`src/sv/ucd_pkg.sv`:
```
`timescale 1ns / 1ps
package ucd_pkg;
  localparam int unsigned MaxNodes = 256;
  localparam int unsigned MaxEdges = 1024;
  localparam int unsigned HalfCap  = 2 * MaxEdges;
  localparam int unsigned NodeW    = $clog2(MaxNodes);
  localparam int unsigned LinkW    = $clog2(HalfCap) + 1;
  localparam int unsigned AddrW    = $clog2(HalfCap);
  localparam int unsigned CountW   = NodeW + 1;

  typedef logic [NodeW-1:0] node_t;
  typedef logic [LinkW-1:0] link_t;

  localparam link_t NoLink = '1;

  typedef enum logic [1:0] {
    StOk      = 2'd0,
    StBadNode = 2'd1,
    StFull    = 2'd2
  } status_e;

  typedef enum logic [3:0] {
    SInit,
    SIdle,
    SClear,
    SAddA,
    SAddB,
    SAddC,
    SAddD,
    SScan,
    SScanChk,
    SRead,
    SLink,
    SNbr,
    SEval,
    SDone
  } state_e;

  typedef enum logic [4:0] {
    OpNone,
    OpInitStep,
    OpClrStep,
    OpLoad,
    OpReject,
    OpAddRdA,
    OpAddWrA,
    OpAddRdB,
    OpAddWrB,
    OpScanRd,
    OpScanNext,
    OpRoot,
    OpTopRd,
    OpPop,
    OpLinkRd,
    OpNbrRd,
    OpPushNbr,
    OpHit
  } op_e;

  typedef struct packed {
    op_e op;
  } cmd_t;

  typedef struct packed {
    logic clear_done;
    logic add_bad;
    logic add_full;
    logic scan_end;
    logic seen;
    logic stack_empty;
    logic cursor_end;
    logic not_parent;
  } stat_t;
endpackage

```
`src/sv/ucd_ctrl.sv`:
```
`timescale 1ns / 1ps
module ucd_ctrl (
  input  logic           clk_i,
  input  logic           rst_ni,
  input  logic           start,
  input  logic           command_i,
  input  ucd_pkg::stat_t stat_i,
  output ucd_pkg::cmd_t  cmd_o,
  output logic           busy,
  output logic           done_o
);
  ucd_pkg::state_e state_q, state_d;

  always_ff @(posedge clk_i or negedge rst_ni) begin
    if (!rst_ni) state_q <= ucd_pkg::SInit;
    else state_q <= state_d;
  end

  always_comb begin
    state_d   = state_q;
    cmd_o.op  = ucd_pkg::OpNone;
    busy      = 1'b1;
    done_o    = 1'b0;
    case (state_q)
      ucd_pkg::SInit: begin
        cmd_o.op = ucd_pkg::OpInitStep;
        if (stat_i.clear_done) state_d = ucd_pkg::SIdle;
      end
      ucd_pkg::SIdle: begin
        busy = 1'b0;
        if (start) begin
          cmd_o.op = ucd_pkg::OpLoad;
          if (command_i) state_d = ucd_pkg::SClear;
          else state_d = ucd_pkg::SAddA;
        end
      end
      ucd_pkg::SClear: begin
        cmd_o.op = ucd_pkg::OpClrStep;
        if (stat_i.clear_done) state_d = ucd_pkg::SScan;
      end
      ucd_pkg::SAddA: begin
        if (stat_i.add_bad || stat_i.add_full) begin
          cmd_o.op = ucd_pkg::OpReject;
          state_d  = ucd_pkg::SDone;
        end else begin
          cmd_o.op = ucd_pkg::OpAddRdA;
          state_d  = ucd_pkg::SAddB;
        end
      end
      ucd_pkg::SAddB: begin
        cmd_o.op = ucd_pkg::OpAddWrA;
        state_d  = ucd_pkg::SAddC;
      end
      ucd_pkg::SAddC: begin
        cmd_o.op = ucd_pkg::OpAddRdB;
        state_d  = ucd_pkg::SAddD;
      end
      ucd_pkg::SAddD: begin
        cmd_o.op = ucd_pkg::OpAddWrB;
        state_d  = ucd_pkg::SDone;
      end
      ucd_pkg::SScan: begin
        if (stat_i.scan_end) begin
          state_d = ucd_pkg::SDone;
        end else begin
          cmd_o.op = ucd_pkg::OpScanRd;
          state_d  = ucd_pkg::SScanChk;
        end
      end
      ucd_pkg::SScanChk: begin
        if (stat_i.seen) begin
          cmd_o.op = ucd_pkg::OpScanNext;
          state_d  = ucd_pkg::SScan;
        end else begin
          cmd_o.op = ucd_pkg::OpRoot;
          state_d  = ucd_pkg::SLink;
        end
      end
      ucd_pkg::SRead: begin
        if (stat_i.stack_empty) begin
          state_d = ucd_pkg::SScan;
        end else begin
          cmd_o.op = ucd_pkg::OpTopRd;
          state_d  = ucd_pkg::SLink;
        end
      end
      ucd_pkg::SLink: begin
        if (stat_i.cursor_end) begin
          cmd_o.op = ucd_pkg::OpPop;
          state_d  = ucd_pkg::SRead;
        end else begin
          cmd_o.op = ucd_pkg::OpLinkRd;
          state_d  = ucd_pkg::SNbr;
        end
      end
      ucd_pkg::SNbr: begin
        cmd_o.op = ucd_pkg::OpNbrRd;
        state_d  = ucd_pkg::SEval;
      end
      ucd_pkg::SEval: begin
        if (!stat_i.seen) begin
          cmd_o.op = ucd_pkg::OpPushNbr;
          state_d  = ucd_pkg::SLink;
        end else if (stat_i.not_parent) begin
          cmd_o.op = ucd_pkg::OpHit;
          state_d  = ucd_pkg::SDone;
        end else begin
          state_d = ucd_pkg::SLink;
        end
      end
      ucd_pkg::SDone: begin
        done_o  = 1'b1;
        state_d = ucd_pkg::SIdle;
      end
      default: state_d = ucd_pkg::SIdle;
    endcase
  end
endmodule

```
`config.mk`:
```
export PLATFORM = sky130hd
export DESIGN_NAME = ucd_ctrl
export DESIGN_NICKNAME = d
export VERILOG_FILES = /design/src/sv/ucd_pkg.sv /design/src/sv/ucd_ctrl.sv
export SDC_FILE = /design/constraint.sdc
export NUM_CORES = 1
export LEC_CHECK = 0
export ABC_AREA = 1
export ABC_CLOCK_PERIOD_IN_PS = 1800
export BUFFER_PORTS_ARGS = -buffer_cell sky130_fd_sc_hd__buf_4
export CAP_MARGIN = 20
export CORE_AREA = 2 2 39 41
export CTS_CLUSTER_SIZE = 20
export DETAILED_ROUTE_END_ITERATION = 12
export DIE_AREA = 0 0 41 43
export PLACE_DENSITY = 0.67
export REMOVE_ABC_BUFFERS = 1
export SKIP_LAST_GASP = 1
export SYNTH_ARGS = -nofsm -noshare
export SYNTH_HDL_FRONTEND = slang
export SYNTH_SLANG_ARGS = --single-unit
```
`constraint.sdc`:
```
create_clock -name clk_i -period 1.8 [get_ports clk_i]
set_clock_uncertainty 0.1 [all_clocks]
set_input_delay 0 -clock clk_i [delete_from_list [all_inputs] [get_ports clk_i]]
set_output_delay 0 -clock clk_i [all_outputs]
set_load 0.005 [all_outputs]
```
==> implementation parameters <==
Parameter                              Value

Yosys
  Area share of the largest cell type after synthesis ... 0.223
  Number of flops mapped to enable cells by yosys ... 0
  Netlist area before placement ... 539 µm²
  Share of synthesized registers carrying an async set or reset ... 1.00
  Most used flip-flop cell after synthesis ... sky130_fd_sc_hd__dfrtp_1
  Post-synthesis sequential area ratio ... 0.186
  Syn_area_per_cell ... 5.14 µm²
  Post-synthesis cell count ... 105
  Synthesis-stage register bit count ... 4
  Synthesis warning total ... 0
  Count of different cell masters after synthesis ... 13
  Most common cell in the netlist ... sky130_fd_sc_hd__nand2_1
  Ranking of synthesized cells by area ... sky130_fd_sc_hd__nand2_1, sky130_fd_sc_hd__dfrtp_1, sky130_fd_sc_hd__nor2_1
  Top cells by count, synth ... sky130_fd_sc_hd__nand2_1, sky130_fd_sc_hd__nor2_1, sky130_fd_sc_hd__inv_1
  Most area-hungry cell type in the Yosys netlist ... sky130_fd_sc_hd__nand2_1

Clocking
  Clock edge transition at the registers on the reported setup and hold paths ... 0.04 ns
  TritonCTS sink count ... 4
  Number of buffers inserted during clock tree synthesis ... 3
  Clk Latency, worst-skew pair ... 0.23 ns
  Clock tree from TritonCTS ... yes
  Maximum clock insertion buffer count ... 2
  CTS H-Tree Depth ... 1
  Clock root cell ... sky130_fd_sc_hd__clkbuf_4
  Number of post-CTS setup repair buffers ... 0

Timing
  Slew at the pin closest to its max-slew limit ... 0.329 ns
  Setup violations, final ... 0
  Minimum period implied by the final worst setup slack ... 1.63 ns
  Final TNS setup ... 0 ns
  Number of hold violations in the final report ... 0
  Slew Limit Fails ... 0
  Unrepaired setup endpoints after global routing ... no
  Final cycle utilization of the critical path ... 0.908
  Relative max-transition margin ... 0.781
  Highest clock rate ... 612 MHz

Detailed routing
  Routed vias/inst ... 4.99
  Wire length after detailed routing ... 1530 µm
  Overall via count from detail_route ... 723
  Initial DRC count ... 20
  Pre-antenna DRT Iters ... 5
  Detail Route Antenna Nets ... 0
  Final routed DRC violation total ... 0
  Avg WL per Cell ... 10.6 µm

Die
  Core area ... 1380 µm²
  Die extent in x ... 41 µm
  Number of standard-cell rows in the floorplan ... 14
  Initial Utilization ... 0.390
  Die Span Y ... 43 µm
  Top Ports ... 19
  Area enclosed by the die boundary ... 1760 µm²

Power
  Ratio of total power to cell area ... 1630 nW/µm²
  Maximum ir drop on the vdd rail ... 0.778 mV
  Leakage power figure ... 0.000461 µW

Finish
  Share of final-layout standard cells stronger than drive strength 1 ... 0.202
  Largest register FFs ... 4
  Count of antenna diodes in the layout ... 0
  Largest registers ... state_q (4)
  Syn-to-layout area delta ... 39.2%
  Biggest register ... state_q
  Layout Cell Area excl Fill ... 751 µm²
  Layout Nets ... 143

Critical path
  Element type at the critical path start ... flop
  Max FO, Critical Path ... 8
  Critical path class ... flop to output port
  Worst-case register-to-register setup slack ... 0.36 ns
  Data arrival, critical path ... 1.53 ns
  Endpoint of the worst register-to-register path ... state_q[1]$_DFFE_PN0P_
  Critical path capture point type ... output port
  Critical path required time ... 1.70 ns
  Count of cells along the worst register-to-register path ... 8
  Worst r2r src ... state_q[2]$_DFFE_PN0P_

Flow run
  Maximum Capacitance Violations ... 0

Placement
  DP HPWL ... 1200 µm
  Port Buffer Count ... 18
  Area after DPL ... 683 µm²
  Placer Congestion ... 0.908

Hold path
  Launch instance of the worst min-delay path ... stat_i[3]
  Cell depth of the worst min-delay path ... 4
  Worst min path class ... primary input to flop
  Worst Hold End ... state_q[3]$_DFFE_PN0P_

Global routing
  Maximum number of pins on one net before global-route repair ... 9
  Initial antenna violation count ... 0
  Vias in the first global route ... 633
  Global-route wire length before repair ... 2460 µm
  Final global-route overflow total ... 0
  GRT Resource Usage Total ... 0.201

Status
  Outcome ... complete, no violations
## worst max-delay path, cell delays in order, from the launching register on
cell and delay [ns]:
sky130_fd_sc_hd__dfrtp_1 0.52, sky130_fd_sc_hd__inv_1 0.07, sky130_fd_sc_hd__nor2_1 0.21, sky130_fd_sc_hd__nand2_1 0.15, sky130_fd_sc_hd__nand3_1 0.12, sky130_fd_sc_hd__nor2_1 0.05, sky130_fd_sc_hd__nand4_1 0.08, sky130_fd_sc_hd__buf_4 0.11
## layout by cell type, fill, tap and decap left out
master                          instances
sky130_fd_sc_hd__o21ai_0                6
sky130_fd_sc_hd__nor3_1                 1
sky130_fd_sc_hd__nor2_4                 2
sky130_fd_sc_hd__nor2_2                 2
sky130_fd_sc_hd__a21oi_1                1
sky130_fd_sc_hd__nor2_1                21
sky130_fd_sc_hd__inv_1                 19
sky130_fd_sc_hd__nand2_1               32
sky130_fd_sc_hd__buf_4                 18
sky130_fd_sc_hd__nand2_2                1
sky130_fd_sc_hd__dfrtp_1                4
sky130_fd_sc_hd__nand3_1               10
sky130_fd_sc_hd__nand4_1                5
sky130_fd_sc_hd__dlygate4sd3_1          4
sky130_fd_sc_hd__clkbuf_4               3
## where the power goes
part | internal (µW) | leakage (µW) | total (µW) | switching, µW
combinational | 368 | 0.000398 | 887 | 520
clock | 74.5 | 0.0000138 | 110 | 35.0
sequential | 139 | 0.0000491 | 224 | 85.4
## timing repair
action                     4_1_cts  5_1_grt
setup endpoints to repair        0        2
hold endpoints to repair         5        0
gates resized for setup          0        1
hold buffers                     4        0
## routing by layer
layer / up-vias / part of all wire / track usage
met5: - / 0 / 0
met1: 315 / 0.46 / 0.279
met3: 0 / 0.057 / 0.0628
met4: 0 / 0 / 0
met2: 29 / 0.49 / 0.319
li1: 379 / - / -
## through the flow
stage               utilization  hold slack [ns]  cells  total power [µW]  setup WS (ns)
finish                    0.542           0.0640    145              1220          0.165
global route              0.542           0.0917    145              1350         0.0435
CTS                       0.539           0.0705    145              1210         0.0900
detailed placement        0.494           -0.303    138              1080          0.343
global placement          0.494           -0.303    138              1090          0.331
floorplan                     -           -0.396    104               771          0.556
## how the worst max path moves through the flow
stage	to	cells after the start	startpoint
3_3_place_gp	state_q[0]$_DFFE_PN0P_	7	state_q[2]$_DFFE_PN0P_
2_1_floorplan	state_q[0]$_DFFE_PN0P_	6	state_q[0]$_DFFE_PN0P_
6_report	cmd_o[0]	7	state_q[2]$_DFFE_PN0P_
3_5_place_dp	state_q[0]$_DFFE_PN0P_	7	state_q[2]$_DFFE_PN0P_
5_1_grt	cmd_o[0]	6	state_q[2]$_DFFE_PN0P_
4_1_cts	cmd_o[0]	6	state_q[2]$_DFFE_PN0P_
## area by class of cell
type                    count  area, µm²
multi-input cells          81        362
well taps                  16       20.0
inverters                  19       71.3
flip-flops and latches      4        100
clock buffers               3       22.5
fillers                   155        633
repair buffers             22        175
## logic make-up after synthesis
logic type	share of synthesized area
AOI/OAI and AO/OA	0.0650
DFF	0.186
and+or+nand+nor	0.596
buffers and inverters	0.153
(Power assumes the default switching activity.)
